File: config.mk
export PLATFORM = sky130hd
export DESIGN_NAME = round_robin_robot_assigner_flat
export DESIGN_NICKNAME = d
export VERILOG_FILES = /design/src/rtl/rra_pkg.sv /design/src/rtl/rra_if.sv /design/src/rtl/round_robin_robot_assigner.sv /design/src/rtl/rra_scan.sv /design/src/rtl/rra_pool.sv /design/src/flat_wrapper.sv
export SDC_FILE = /design/constraint.sdc
export NUM_CORES = 1
export LEC_CHECK = 0
export ABC_CLOCK_PERIOD_IN_PS = 6580
export BUFFER_PORTS_ARGS = -buffer_cell sky130_fd_sc_hd__buf_2
export CAP_MARGIN = 20
export CORE_MARGIN = 2
export CORE_UTILIZATION = 40
export DETAILED_ROUTE_END_ITERATION = 10
export MAX_ROUTING_LAYER = met4
export PLACE_DENSITY = 0.67
export SYNTH_ARGS = -nofsm -noshare
export SYNTH_HDL_FRONTEND = slang
export SYNTH_HIERARCHICAL = 1
export SYNTH_SLANG_ARGS = --single-unit
export TNS_END_PERCENT = 5
File: constraint.sdc
create_clock -name clk -period 6.58 [get_ports clk]
set_input_delay 1.316 -clock clk [delete_from_list [all_inputs] [get_ports clk]]
set_output_delay 1.316 -clock clk [all_outputs]
set_load 0.02 [all_outputs]
File: src/rtl/rra_pkg.sv
`default_nettype none
package rra_pkg;

	localparam int POOL_DEPTH_DEF = 16;
	localparam int ORDER_BITS_DEF = 16;

	localparam int IDX_W    = 4;
	localparam int ORDER_W  = 16;
	localparam int TARGET_W = 16;

	localparam logic [TARGET_W-1:0] TARGET_NONE = '1;

	typedef enum logic [1:0] {
		OP_ADD     = 2'd0,
		OP_AUTO    = 2'd1,
		OP_MANUAL  = 2'd2,
		OP_RELEASE = 2'd3
	} op_t;

	typedef enum logic [2:0] {
		ST_OK      = 3'd0,
		ST_NONE    = 3'd1,
		ST_UNKNOWN = 3'd2,
		ST_BUSY    = 3'd3,
		ST_FULL    = 3'd4
	} status_t;

	typedef struct packed {
		op_t                        operation;
		logic [IDX_W-1:0]           robot_index;
		logic [ORDER_W-1:0]         order_tag;
		logic signed [TARGET_W-1:0] target_node;
		logic                       start_busy;
	} item_t;

	typedef struct packed {
		status_t            status;
		logic [IDX_W-1:0]   granted_index;
		logic [ORDER_W-1:0] granted_order;
		logic               record_valid;
	} result_t;

endpackage
`default_nettype wire

File: src/rtl/rra_if.sv
`default_nettype none
interface rra_req_if;
	logic                                       valid;
	logic                                       ready;
	rra_pkg::op_t                               operation;
	logic [rra_pkg::IDX_W-1:0]                  robot_index;
	logic [rra_pkg::ORDER_W-1:0]                order_tag;
	logic signed [rra_pkg::TARGET_W-1:0]        target_node;
	logic                                       start_busy;

	modport source (
		output valid, operation, robot_index, order_tag, target_node, start_busy,
		input  ready
	);
	modport sink (
		input  valid, operation, robot_index, order_tag, target_node, start_busy,
		output ready
	);
endinterface

interface rra_rsp_if;
	logic                        valid;
	logic                        ready;
	rra_pkg::status_t            status;
	logic [rra_pkg::IDX_W-1:0]   granted_index;
	logic [rra_pkg::ORDER_W-1:0] granted_order;
	logic                        record_valid;

	modport source (
		output valid, status, granted_index, granted_order, record_valid,
		input  ready
	);
	modport sink (
		input  valid, status, granted_index, granted_order, record_valid,
		output ready
	);
endinterface
`default_nettype wire

File: src/rtl/round_robin_robot_assigner.sv
// an accepted item waits in the input register, its result in the result
// register; throughput: one item per cycle while rsp.ready does not stall,
// given by one pass through the rotated priority encoder over busy flags
// reset: arst_n empties the pool, clears all busy flags and the pointer,
// and drops both the input and the result register
`default_nettype none
module round_robin_robot_assigner #(
	parameter int POOL_DEPTH = rra_pkg::POOL_DEPTH_DEF,
	parameter int ORDER_BITS = rra_pkg::ORDER_BITS_DEF
) (
	input wire logic clk,
	input wire logic arst_n,
	rra_req_if.sink  req,
	rra_rsp_if.source rsp
);
	import rra_pkg::*;

	logic    valid_s1;
	item_t   item_s1;
	logic    valid_s2;
	result_t res_s2;
	result_t res;
	logic    fire;

	assign fire      = valid_s1 && (!valid_s2 || rsp.ready);
	assign req.ready = !valid_s1 || fire;

	always_ff @(posedge clk or negedge arst_n) begin
		if (!arst_n) begin
			valid_s1 <= 1'b0;
		end else if (req.ready) begin
			valid_s1 <= req.valid;
		end
	end

	always_ff @(posedge clk) begin
		if (req.valid && req.ready) begin
			item_s1.operation   <= req.operation;
			item_s1.robot_index <= req.robot_index;
			item_s1.order_tag   <= req.order_tag;
			item_s1.target_node <= req.target_node;
			item_s1.start_busy  <= req.start_busy;
		end
	end

	rra_pool #(
		.POOL_DEPTH(POOL_DEPTH),
		.ORDER_BITS(ORDER_BITS)
	) u_pool (
		.clk   (clk),
		.arst_n(arst_n),
		.fire  (fire),
		.item  (item_s1),
		.result(res)
	);

	always_ff @(posedge clk or negedge arst_n) begin
		if (!arst_n) begin
			valid_s2 <= 1'b0;
		end else if (fire) begin
			valid_s2 <= 1'b1;
		end else if (rsp.ready) begin
			valid_s2 <= 1'b0;
		end
	end

	always_ff @(posedge clk) begin
		if (fire) begin
			res_s2 <= res;
		end
	end

	assign rsp.valid         = valid_s2;
	assign rsp.status        = res_s2.status;
	assign rsp.granted_index = res_s2.granted_index;
	assign rsp.granted_order = res_s2.granted_order;
	assign rsp.record_valid  = res_s2.record_valid;

	// input side stalls only behind a held result
	a_stall_cause: assert property (@(posedge clk) disable iff (!arst_n)
		!req.ready |-> (valid_s1 && valid_s2 && !rsp.ready))
		else $error("input stalled without a held result");

	// a record is only produced by a successful grant
	a_record_ok: assert property (@(posedge clk) disable iff (!arst_n)
		(rsp.valid && rsp.record_valid) |-> (rsp.status == ST_OK))
		else $error("record on a failed request");

	// order is zero outside a grant
	a_order_zero: assert property (@(posedge clk) disable iff (!arst_n)
		(rsp.valid && !rsp.record_valid) |-> (rsp.granted_order == '0))
		else $error("order tag outside a grant");

	// a result transfer with no new item empties the result register
	a_drain: assert property (@(posedge clk) disable iff (!arst_n)
		(rsp.valid && rsp.ready && !fire) |=> !rsp.valid)
		else $error("result repeated after transfer");

endmodule
`default_nettype wire

File: src/rtl/rra_scan.sv
`default_nettype none
module rra_scan #(
	parameter int POOL_DEPTH = rra_pkg::POOL_DEPTH_DEF,
	localparam int IW = $clog2(POOL_DEPTH)
) (
	input  wire logic [POOL_DEPTH-1:0] free,
	input  wire logic [IW-1:0]         last,
	output logic                       found,
	output logic [IW-1:0]              index
);
	import rra_pkg::*;

	logic [POOL_DEPTH-1:0] upper;
	logic [IW-1:0]         up_idx;
	logic [IW-1:0]         all_idx;

	always_comb begin
		for (int i = 0; i < POOL_DEPTH; i++) begin
			upper[i] = free[i] && (IW'(i) > last);
		end
	end

	// lowest free index after the pointer, else lowest free overall
	always_comb begin
		up_idx  = '0;
		all_idx = '0;
		for (int i = POOL_DEPTH - 1; i >= 0; i--) begin
			if (upper[i]) begin
				up_idx = IW'(i);
			end
			if (free[i]) begin
				all_idx = IW'(i);
			end
		end
	end

	assign found = |free;
	assign index = (|upper) ? up_idx : all_idx;

endmodule
`default_nettype wire

File: src/rtl/rra_pool.sv
`default_nettype none
module rra_pool #(
	parameter int POOL_DEPTH = rra_pkg::POOL_DEPTH_DEF,
	parameter int ORDER_BITS = rra_pkg::ORDER_BITS_DEF
) (
	input  wire logic             clk,
	input  wire logic             arst_n,
	input  wire logic             fire,
	input  wire rra_pkg::item_t   item,
	output rra_pkg::result_t      result
);
	import rra_pkg::*;

	localparam int IW = $clog2(POOL_DEPTH);
	localparam int PW = $clog2(POOL_DEPTH + 1);
	localparam int CW = ((PW > IDX_W) ? PW : IDX_W) + 1;
	localparam logic [ORDER_W-1:0] ORDER_MASK = (ORDER_BITS >= ORDER_W) ? '1 :
		ORDER_W'((64'd1 << ORDER_BITS) - 64'd1);

	logic [PW-1:0]         size_q, size_d;
	logic [POOL_DEPTH-1:0] busy_q, busy_d;
	logic [IW-1:0]         last_q, last_d;
	logic [POOL_DEPTH-1:0] held_q, held_d;
	logic [TARGET_W-1:0]   target_q [POOL_DEPTH];
	logic [TARGET_W-1:0]   target_d [POOL_DEPTH];

	logic [POOL_DEPTH-1:0] in_pool;
	logic [POOL_DEPTH-1:0] free;
	logic                  scan_found;
	logic [IW-1:0]         scan_idx;
	logic                  full;
	logic [IW-1:0]         size_idx;
	logic                  known;
	logic [IW-1:0]         ri_idx;
	logic [ORDER_W-1:0]    order;

	always_comb begin
		for (int i = 0; i < POOL_DEPTH; i++) begin
			in_pool[i] = CW'(i) < CW'(size_q);
		end
	end

	assign free     = in_pool & ~busy_q;
	assign full     = size_q == PW'(POOL_DEPTH);
	assign size_idx = IW'(size_q);
	assign known    = CW'(item.robot_index) < CW'(size_q);
	assign ri_idx   = IW'(item.robot_index);
	assign order    = item.order_tag & ORDER_MASK;

	rra_scan #(
		.POOL_DEPTH(POOL_DEPTH)
	) u_scan (
		.free (free),
		.last (last_q),
		.found(scan_found),
		.index(scan_idx)
	);

	always_comb begin
		result   = '0;
		size_d   = size_q;
		busy_d   = busy_q;
		last_d   = last_q;
		held_d   = held_q;
		target_d = target_q;
		unique case (item.operation)
			OP_ADD: begin
				if (full) begin
					result.status = ST_FULL;
				end else begin
					busy_d[size_idx]     = item.start_busy;
					held_d[size_idx]     = 1'b0;
					target_d[size_idx]   = TARGET_NONE;
					last_d               = size_idx;
					size_d               = PW'(size_q + 1'b1);
					result.status        = ST_OK;
					result.granted_index = IDX_W'(size_q);
				end
			end
			OP_AUTO: begin
				if (scan_found) begin
					busy_d[scan_idx]     = 1'b1;
					held_d[scan_idx]     = 1'b1;
					last_d               = scan_idx;
					result.status        = ST_OK;
					result.granted_index = IDX_W'(scan_idx);
					result.granted_order = order;
					result.record_valid  = 1'b1;
				end else begin
					result.status = ST_NONE;
				end
			end
			OP_MANUAL: begin
				result.granted_index = item.robot_index;
				if (!known) begin
					result.status = ST_UNKNOWN;
				end else if (busy_q[ri_idx]) begin
					result.status = ST_BUSY;
				end else begin
					busy_d[ri_idx]       = 1'b1;
					held_d[ri_idx]       = 1'b1;
					target_d[ri_idx]     = item.target_node;
					result.status        = ST_OK;
					result.granted_order = order;
					result.record_valid  = 1'b1;
				end
			end
			OP_RELEASE: begin
				result.granted_index = item.robot_index;
				if (!known) begin
					result.status = ST_UNKNOWN;
				end else begin
					busy_d[ri_idx]   = 1'b0;
					held_d[ri_idx]   = 1'b0;
					target_d[ri_idx] = TARGET_NONE;
					result.status    = ST_OK;
				end
			end
		endcase
	end

	always_ff @(posedge clk or negedge arst_n) begin
		if (!arst_n) begin
			size_q <= '0;
			busy_q <= '0;
			last_q <= '0;
			held_q <= '0;
			for (int i = 0; i < POOL_DEPTH; i++) begin
				target_q[i] <= TARGET_NONE;
			end
		end else if (fire) begin
			size_q   <= size_d;
			busy_q   <= busy_d;
			last_q   <= last_d;
			held_q   <= held_d;
			target_q <= target_d;
		end
	end

endmodule
`default_nettype wire

File: src/flat_wrapper.sv
// flat-port wrapper written by rule: the top's interface ports become plain ports
module round_robin_robot_assigner_flat import rra_pkg::*;
#(
	parameter int POOL_DEPTH = rra_pkg::POOL_DEPTH_DEF,
	parameter int ORDER_BITS = rra_pkg::ORDER_BITS_DEF
)
  (clk, arst_n, req_valid, req_operation, req_robot_index, req_order_tag, req_target_node, req_start_busy, req_ready, rsp_valid, rsp_status, rsp_granted_index, rsp_granted_order, rsp_record_valid, rsp_ready);
  rra_req_if req_i ();
  rra_rsp_if rsp_i ();
  input wire logic clk;
  input wire logic arst_n;
  input wire logic [$bits(req_i.valid)-1:0] req_valid;
  input wire logic [$bits(req_i.operation)-1:0] req_operation;
  input wire logic [$bits(req_i.robot_index)-1:0] req_robot_index;
  input wire logic [$bits(req_i.order_tag)-1:0] req_order_tag;
  input wire logic [$bits(req_i.target_node)-1:0] req_target_node;
  input wire logic [$bits(req_i.start_busy)-1:0] req_start_busy;
  output wire logic [$bits(req_i.ready)-1:0] req_ready;
  output wire logic [$bits(rsp_i.valid)-1:0] rsp_valid;
  output wire logic [$bits(rsp_i.status)-1:0] rsp_status;
  output wire logic [$bits(rsp_i.granted_index)-1:0] rsp_granted_index;
  output wire logic [$bits(rsp_i.granted_order)-1:0] rsp_granted_order;
  output wire logic [$bits(rsp_i.record_valid)-1:0] rsp_record_valid;
  input wire logic [$bits(rsp_i.ready)-1:0] rsp_ready;
  assign req_i.valid = req_valid;
  assign req_i.operation = req_operation;
  assign req_i.robot_index = req_robot_index;
  assign req_i.order_tag = req_order_tag;
  assign req_i.target_node = req_target_node;
  assign req_i.start_busy = req_start_busy;
  assign req_ready = req_i.ready;
  assign rsp_valid = rsp_i.valid;
  assign rsp_status = rsp_i.status;
  assign rsp_granted_index = rsp_i.granted_index;
  assign rsp_granted_order = rsp_i.granted_order;
  assign rsp_record_valid = rsp_i.record_valid;
  assign rsp_i.ready = rsp_ready;
  round_robin_robot_assigner #(.POOL_DEPTH(POOL_DEPTH), .ORDER_BITS(ORDER_BITS)) u_core (.clk(clk), .arst_n(arst_n), .req(req_i), .rsp(rsp_i));
endmodule
==> flow_metrics.tcl, run 1 <==
set metrics [dict create \
    hp-start "u_core/valid_s1" \
    wl_per_cell_um 18.6 \
    place.port_buffers 52 \
    htreeDepth 3 \
    final_util 0.470 \
    hold_viol 0 \
    peakVddDrop_v 0.000218 \
    synthCells 576 \
    slew_headroom 0.396 \
    antenna_found_initial 0 \
    rows 40 \
    path_clk_slew_ps 70 \
    coreArea_um2 12200 \
    grt_pass1_vias 4413 \
    multi_input_comb_area_um2 2690 \
    power.share.switching 0.460 \
    min_period_ps 4160 \
    routabilityCongestion 0.924 \
    num_io_pins 69 \
    grt_util_all_layers 0.225 \
    final.setup.tns_ps 0 \
    cts_resized 0 \
    fill_cells 1171 \
    rsz0062_at_grt "no" \
    fmax_mhz 241 \
    yosys_warnings 6 \
    syn_nets 630 \
    r2r_setup_slack_ps 2420 \
    die_w_um 116 \
    path_class "reg -> reg" \
    status "complete, no violations" \
    path_max_fanout 15 \
    cts-root-buf "clkbuf_16" \
    globalRouteOverflowTotal 0 \
    ff_latch_area_um2 2090 \
    cap_violations 0 \
    min_path_cells 1 \
    dp_hpwl_um 9850 \
    dieHeight_um 116 \
    clk_latency_ps 340 \
    cts_tree "built" \
    p_leak_nw 2.17 \
    power_density_nw_per_um2 491 \
    rr_worst_depth 14 \
    syn_area_um2 5030 \
    seq_power_share 0.294 \
    drc_errors 0 \
    n_antenna_cell 0 \
    fin_hold_ws_ps 548 \
    postCtsHoldBufs 0 \
    power_mw 2.81 \
    ant_nets 0 \
    fin_nets 656 \
    drive_gt1_frac 0.170 \
    cp.arrival_ps 4340 \
    postCtsSetupBuffers 0 \
    crit_required_ps 6760 \
    syn_to_final_growth_pct 13.8 \
    wl_um 14400 \
    first_pass_iters 5 \
    cts_buffer_depth 2 \
    crit_path_end_kind "register" \
    worstMarginPinSlew_ps 906 \
    holdPathEnd "u_core/rsp.valid" \
    finalSetupViolCount 0 \
    hold_class "reg -> reg" \
    cts_sinks 74 \
    drtIter0Drc 669 \
    grt_pass1_wl_um 23000 \
    r2r-start "u_core/u_pool/size_q[2]" \
    p_sw_mw 1.29 \
    fin_crit_sh 0.632 \
    clock_power_share 0.206 \
    p_int_mw 1.52 \
    start_util 0.413 \
    synth_area_per_cell_um2 8.73 \
    dr_total_vias 4772 \
    power_frac_comb 0.500 \
    critPathLaunchType "register" \
    cts-buffers-inserted 9 \
    finalMaxSlewViolations 0 \
    vias_per_cell 6.16 \
    die-area_um2 13500 \
    clock_skew_ps 11.3 \
    grt_max_degree 59 \
]
-- cells in the final DEF (no fill, tap or decap), types with 5 or more instances in the layout --
master / instances
a21boi_0: 7
a21oi_1: 58
a21oi_2: 11
a31oi_1: 28
and3_1: 9
buf_2: 52
buf_4: 6
clkbuf_16: 9
dfrtp_1: 27
edfxtp_1: 47
ha_1: 11
inv_1: 14
mux2i_1: 6
nand2_1: 84
nand2b_1: 13
nand3_1: 21
nor2_1: 37
nor2b_1: 16
nor3_1: 11
o21a_1: 5
o21ai_0: 26
o22a_1: 6
o22ai_1: 18
o31ai_1: 6
-- final cells by class --
cell class	instances	area share
multi-input cells	443	0.469
flip-flops and latches	74	0.365
repair buffers	59	0.0582
clock buffers	9	0.0394
well taps	168	0.0367
clock inverters	7	0.0216
inverters	15	0.00984
-- critical path, stage by stage (launching register included) --
cell	delay [ps]
dfrtp_1	690
and2_1	520
a31oi_1	140
nor2_1	280
nor2_1	70
o31ai_1	220
a2111oi_0	130
or4b_1	480
a31oi_1	200
o32a_2	340
nand2b_1	220
o22ai_1	110
o21a_1	180
o31ai_1	300
a21oi_2	90
-- power groups by stage --
stage | clock network [mW] | logic (mW) | registers [mW]
after global placement | 0 | 1.33 | 0.816
after global routing | 0.609 | 1.54 | 0.840
final | 0.580 | 1.40 | 0.825
after CTS | 0.589 | 1.36 | 0.814
after detailed placement | 0 | 1.35 | 0.825
after floorplan | 0 | 1.07 | 0.720
-- layer usage --
layer,up-vias,track usage,part of all wire
li1,2190,-,-
met1,2298,0.290,0.41
met2,251,0.360,0.49
met3,33,0.0400,0.070
met4,0,0.0754,0.025
met5,-,-,0
-- how the worst max path moves through the flow --
| stage | cells past startpoint | from | slack [ps] | end |
|---|---|---|---|---|
| global placement | 14 | u_core/u_pool/size_q[2] | 2580 | register |
| floorplan | 17 | u_core/u_pool/size_q[3] | 2890 | register |
| finish | 14 | u_core/u_pool/size_q[2] | 2420 | register |
| detailed placement | 14 | u_core/u_pool/size_q[2] | 2580 | register |
| global route | 14 | u_core/u_pool/size_q[2] | 2090 | register |
| CTS | 14 | u_core/u_pool/size_q[2] | 2550 | register |
-- stage by stage --
stage	setup slack [ps]	instances	area (um^2)
2_1_floorplan	2890	576	5030
3_3_place_gp	2580	757	5340
3_5_place_dp	2580	757	5340
4_1_cts	2550	773	5690
5_1_grt	2090	775	5720
6_report	2420	775	5720
(Power assumes the default switching activity.)
==> run 2: changes to the inputs <==
ABC_AREA = 1   (was unset)
ABC_CLOCK_PERIOD_IN_PS = 4100   (was 6580)
PLACE_DENSITY = 0.66   (was 0.67)
clock period = 4.1 ns   (was 6.58 ns; I/O delays follow)
==> run 2 against run 1 <==
Compared with the run above: power increased by 41%; maximum frequency increased by 16%; via count increased by 1.2%; count of clock-buffer cells in the layout unchanged; routed wire length decreased by 2.5%.
==> flow_metrics.tcl, run 2 <==
set metrics [dict create \
    wl_um 14100 \
    clock_skew_ps 12.8 \
    status "complete, no violations" \
    cts_buffer_depth 2 \
    cts-root-buf "clkbuf_16" \
    min_period_ps 3590 \
    dr_total_vias 4829 \
    first_pass_iters 6 \
    final_common_cell "nand2_1" \
    path_clk_slew_ps 60 \
    grt_max_degree 34 \
    die-area_um2 14000 \
    htreeDepth 3 \
    start_util 0.413 \
    grt_pass1_wl_um 23300 \
    path_class "reg -> reg" \
    crit_family "simple AND/OR/NAND/NOR gates" \
    coreArea_um2 12700 \
    crit_chain "clkinv_1 > nand2_1 > nand2_1 > a311oi_1 > inv_1 > a21oi_1 > inv_1 > nand2_1 > a21oi_1 > o21bai_1 > a31oi_1 > o21ai_0 > buf_4 > inv_1 > nor2_1 > nand3_1 > nand3_1 > nand2_1 > nand2_1 > nand2_1 > nand2_1 > nand4_1 > nand2_1" \
    synth_area_per_cell_um2 7.23 \
    syn_to_final_growth_pct 11.7 \
    synthCells 724 \
    syn_nets 778 \
    critPathLaunchType "register" \
    r2r-start "u_core/u_pool/size_q[1]" \
    critPathSlowestCell "dfrtp_1" \
    finalSetupViolCount 0 \
    cts_tree "built" \
    routabilityCongestion 0.970 \
    yosys_warnings 6 \
    antenna_found_initial 1 \
    hold_viol 0 \
    path_max_fanout 10 \
    wl_per_cell_um 14.9 \
    rsz0062_at_grt "no" \
    drc_errors 0 \
    syn_area_um2 5230 \
    rows 41 \
    cp-startpoint "u_core/u_pool/size_q[1]" \
    crit_required_ps 4380 \
    clk_latency_ps 350 \
    final.setup.tns_ps 0 \
    postCtsSetupBuffers 0 \
    cts_sinks 74 \
    p_leak_nw 2.85 \
    ant_nets 0 \
    place.port_buffers 52 \
    num_io_pins 69 \
    dp_hpwl_um 10500 \
    drive_gt1_frac 0.150 \
    peakVddDrop_v 0.000287 \
    vias_per_cell 5.12 \
    cp.arrival_ps 3880 \
    drtIter0Drc 358 \
    cts-buffers-inserted 9 \
    path_buf_inv 5 \
    finalMaxSlewViolations 0 \
    cap_violations 0 \
    fin_nets 820 \
    cp_common_cell "nand2_1" \
    grt_pass1_vias 4648 \
    worstMarginPinSlew_ps 881 \
    final_util 0.461 \
    crit_path_end_kind "register" \
    slew_headroom 0.412 \
    fin_crit_sh 0.876 \
    fmax_mhz 278 \
    critPathMaxStageDelay_ps 460 \
    power_density_nw_per_um2 676 \
    grt_util_all_layers 0.216 \
    dieHeight_um 118 \
    layout_common_cells "nand2_1 (235), inv_1 (88), nand3_1 (71), nor2_1 (63), buf_2 (52)" \
    cts_resized 0 \
    hold_class "in -> async" \
    globalRouteOverflowTotal 0 \
    die_w_um 118 \
    postCtsHoldBufs 0 \
]
[run 2: worst paths after layout]
| check | to | slack (ps) | cells after the start |
|---|---|---|---|
| min in group clk | register | 520 | 2 |
| max | register | 510 | 23 |
| max reg2reg | register | 510 | 23 |
| max in group asynchronous | u_core/u_pool/size_q[1] | 3160 | 1 |
| min | async pin | 500 | 1 |
| min reg2reg | register | 520 | 2 |
[run 2: cell type report]
| cell class | instances | area, um^2 |
|---|---|---|
| fillers | 1278 | 6830 |
| multi-input cells | 527 | 2570 |
| flip-flops and latches | 74 | 2090 |
| inverters | 96 | 360 |
| repair buffers | 58 | 305 |
| clock buffers | 9 | 225 |
| well taps | 172 | 215 |
| clock inverters | 7 | 82.6 |
| diodes | 1 | 2.50 |
[run 2: stage by stage]
step / total power [mW] / cells / hold WS [ps] / instance area (um^2) / worst slack, ps
2_1_floorplan: 2.55 / 724 / 463 / 5230 / 968
3_3_place_gp: 3.08 / 927 / 487 / 5540 / 673
3_5_place_dp: 3.10 / 927 / 489 / 5540 / 646
4_1_cts: 3.94 / 943 / 515 / 5840 / 598
5_1_grt: 4.27 / 944 / 549 / 5850 / 140
6_report: 3.95 / 944 / 502 / 5850 / 507
[run 2: worst register-to-register path: stages (launching register included)]
cell,delay (ps)
dfrtp_1,460
clkinv_1,330
nand2_1,160
nand2_1,90
a311oi_1,330
inv_1,130
a21oi_1,140
inv_1,70
nand2_1,110
a21oi_1,50
o21bai_1,150
a31oi_1,90
o21ai_0,160
buf_4,180
inv_1,40
nor2_1,230
nand3_1,150
nand3_1,130
nand2_1,80
nand2_1,80
nand2_1,50
nand2_1,100
nand4_1,110
nand2_1,120
[run 2: per-layer routing]
metal	GRT usage	part of all wire	vias up
met2	0.341	0.47	161
li1	-	-	2440
met4	0.0836	0.023	0
met1	0.276	0.45	2199
met3	0.0415	0.061	29
met5	-	0	-
[run 2: where the power goes]
part	total [mW]	internal, mW	switching [mW]
combinational	1.96	0.621	1.34
clock	0.823	0.482	0.341
sequential	1.17	0.953	0.212
total	3.95	2.06	1.89
==> run 3: changes to the inputs <==
CAP_MARGIN = unset   (was 20)
MAX_ROUTING_LAYER = unset   (was met4)
==> run 3 against run 2 <==
Compared with the run above: power increased by 0.76%; core utilization rose by 0.19 points; critical path depth rose by 2; largest power group unchanged; maximum frequency rose by 1.6%; critical path type unchanged; largest cell class unchanged.
==> flow_metrics.tcl, run 3 (synthesis results as in run 2) <==
set metrics [dict create \
    peakVddDrop_v 0.000292 \
    grt_pass1_vias 4563 \
    final_common_cell "nand2_1" \
    globalRouteOverflowTotal 0 \
    slew_headroom 0.426 \
    routabilityCongestion 0.980 \
    wl_um 13800 \
    hold_class "reg -> reg" \
    path_class "reg -> reg" \
    n_antenna_cell 0 \
    htreeDepth 3 \
    final_util 0.463 \
    fin_crit_sh 0.862 \
    hold_viol 0 \
    grt_pass1_wl_um 22800 \
    postCtsSetupBuffers 0 \
    cts_resized 0 \
    fin_nets 821 \
    fill_cells 1336 \
    critPathLaunchType "register" \
    dieHeight_um 118 \
    coreArea_um2 12700 \
    p_leak_nw 2.87 \
    cts-buffers-inserted 9 \
    cts_tree "built" \
    status "complete, no violations" \
    crit_required_ps 4370 \
    ant_nets 0 \
    fin_hold_ws_ps 502 \
    rsz0062_at_grt "no" \
    postCtsHoldBufs 0 \
    dp_hpwl_um 10400 \
    min_period_ps 3540 \
    fmax_mhz 283 \
    grt_max_degree 34 \
    finalSetupViolCount 0 \
    r2r-start "u_core/u_pool/size_q[4]" \
    path_max_fanout 8 \
    clock_skew_ps 6.09 \
    drtIter0Drc 280 \
    worstMarginPinSlew_ps 860 \
    layout_common_cells "nand2_1 (235), inv_1 (88), nand3_1 (71), nor2_1 (63), buf_2 (52)" \
    start_util 0.413 \
    cap_violations 0 \
    cts_buffer_depth 2 \
    antenna_found_initial 0 \
    clk_latency_ps 340 \
    vias_per_cell 5.12 \
    die-area_um2 14000 \
    cts-root-buf "clkbuf_16" \
    crit_path_end_kind "register" \
    cp.arrival_ps 3810 \
    rows 41 \
    grt_util_all_layers 0.206 \
    drive_gt1_frac 0.150 \
    finalMaxSlewViolations 0 \
    final.setup.tns_ps 0 \
    path_clk_slew_ps 60 \
    syn_to_final_growth_pct 12.2 \
    wl_per_cell_um 14.6 \
    die_w_um 118 \
    drc_errors 0 \
    cts_sinks 74 \
    num_io_pins 69 \
    first_pass_iters 5 \
    place.port_buffers 52 \
    dr_total_vias 4832 \
    power_density_nw_per_um2 678 \
    cp-startpoint "u_core/u_pool/size_q[4]" \
]
[run 3: final cells by class]
cell class | instances | area (um^2) | share of cell area
Clock inverter | 7 | 101 | 0.0173
Timing Repair Buffer | 59 | 313 | 0.0533
Clock buffer | 9 | 225 | 0.0384
Tap cell | 172 | 215 | 0.0367
Multi-Input combinational cell | 527 | 2570 | 0.437
Sequential cell | 74 | 2090 | 0.356
Inverter | 96 | 360 | 0.0614
[run 3: final timing paths]
| path | depth (start not counted) | endpoint | slack, ps |
|---|---|---|---|
| worst max-delay path | 25 | register | 560 |
| worst min-delay path | 2 | register | 500 |
| worst max register to register | 25 | register | 560 |
| worst min register to register | 2 | register | 500 |
| max in group asynchronous | 1 | u_core/u_pool/size_q[0] | 3160 |
| min in group asynchronous | 1 | async pin | 510 |
[run 3: worst max-delay path, stage by stage, from the launching register on]
cell     delay (ps)
dfrtp_1         490
nor2_1          280
inv_1           140
nor2_1          260
a21oi_1         180
inv_1           110
nor3_1           60
inv_1            70
nand2_1          60
nor2_1          130
nand2_1         130
nor2_4          140
inv_2            50
nor2_2           70
nand2_1          50
nand3_1         200
inv_1            60
nor2_1          290
nand4_1         150
nand3_1         100
nand2_1          50
nand2_1          80
nand2_1          50
nand2_1          90
nand4_1          70
nand2_1         100
[run 3: per-stage QoR]
step / power (mW) / cell area [um^2] / cells / setup WS [ps]
2_1_floorplan: 2.55 / 5230 / 724 / 968
3_3_place_gp: 3.11 / 5540 / 928 / 625
3_5_place_dp: 3.11 / 5540 / 928 / 660
6_report: 3.98 / 5870 / 944 / 564
4_1_cts: 3.97 / 5870 / 944 / 629
5_1_grt: 4.31 / 5870 / 944 / 144
[run 3: where the power goes]
group / switching [mW] / internal, mW / total, mW
combinational: 1.34 / 0.626 / 1.97
sequential: 0.213 / 0.954 / 1.17
clock: 0.310 / 0.538 / 0.848
total: 1.86 / 2.12 / 3.98
[run 3: per-layer routing]
layer,global-route usage,wire length [um],up-vias,share of wire
met3,0.0473,927,13,0.067
met1,0.270,6080,2205,0.44
met2,0.336,6570,155,0.48
met5,0,0,-,0
met4,0.0685,190,0,0.014
li1,-,-,2459,-
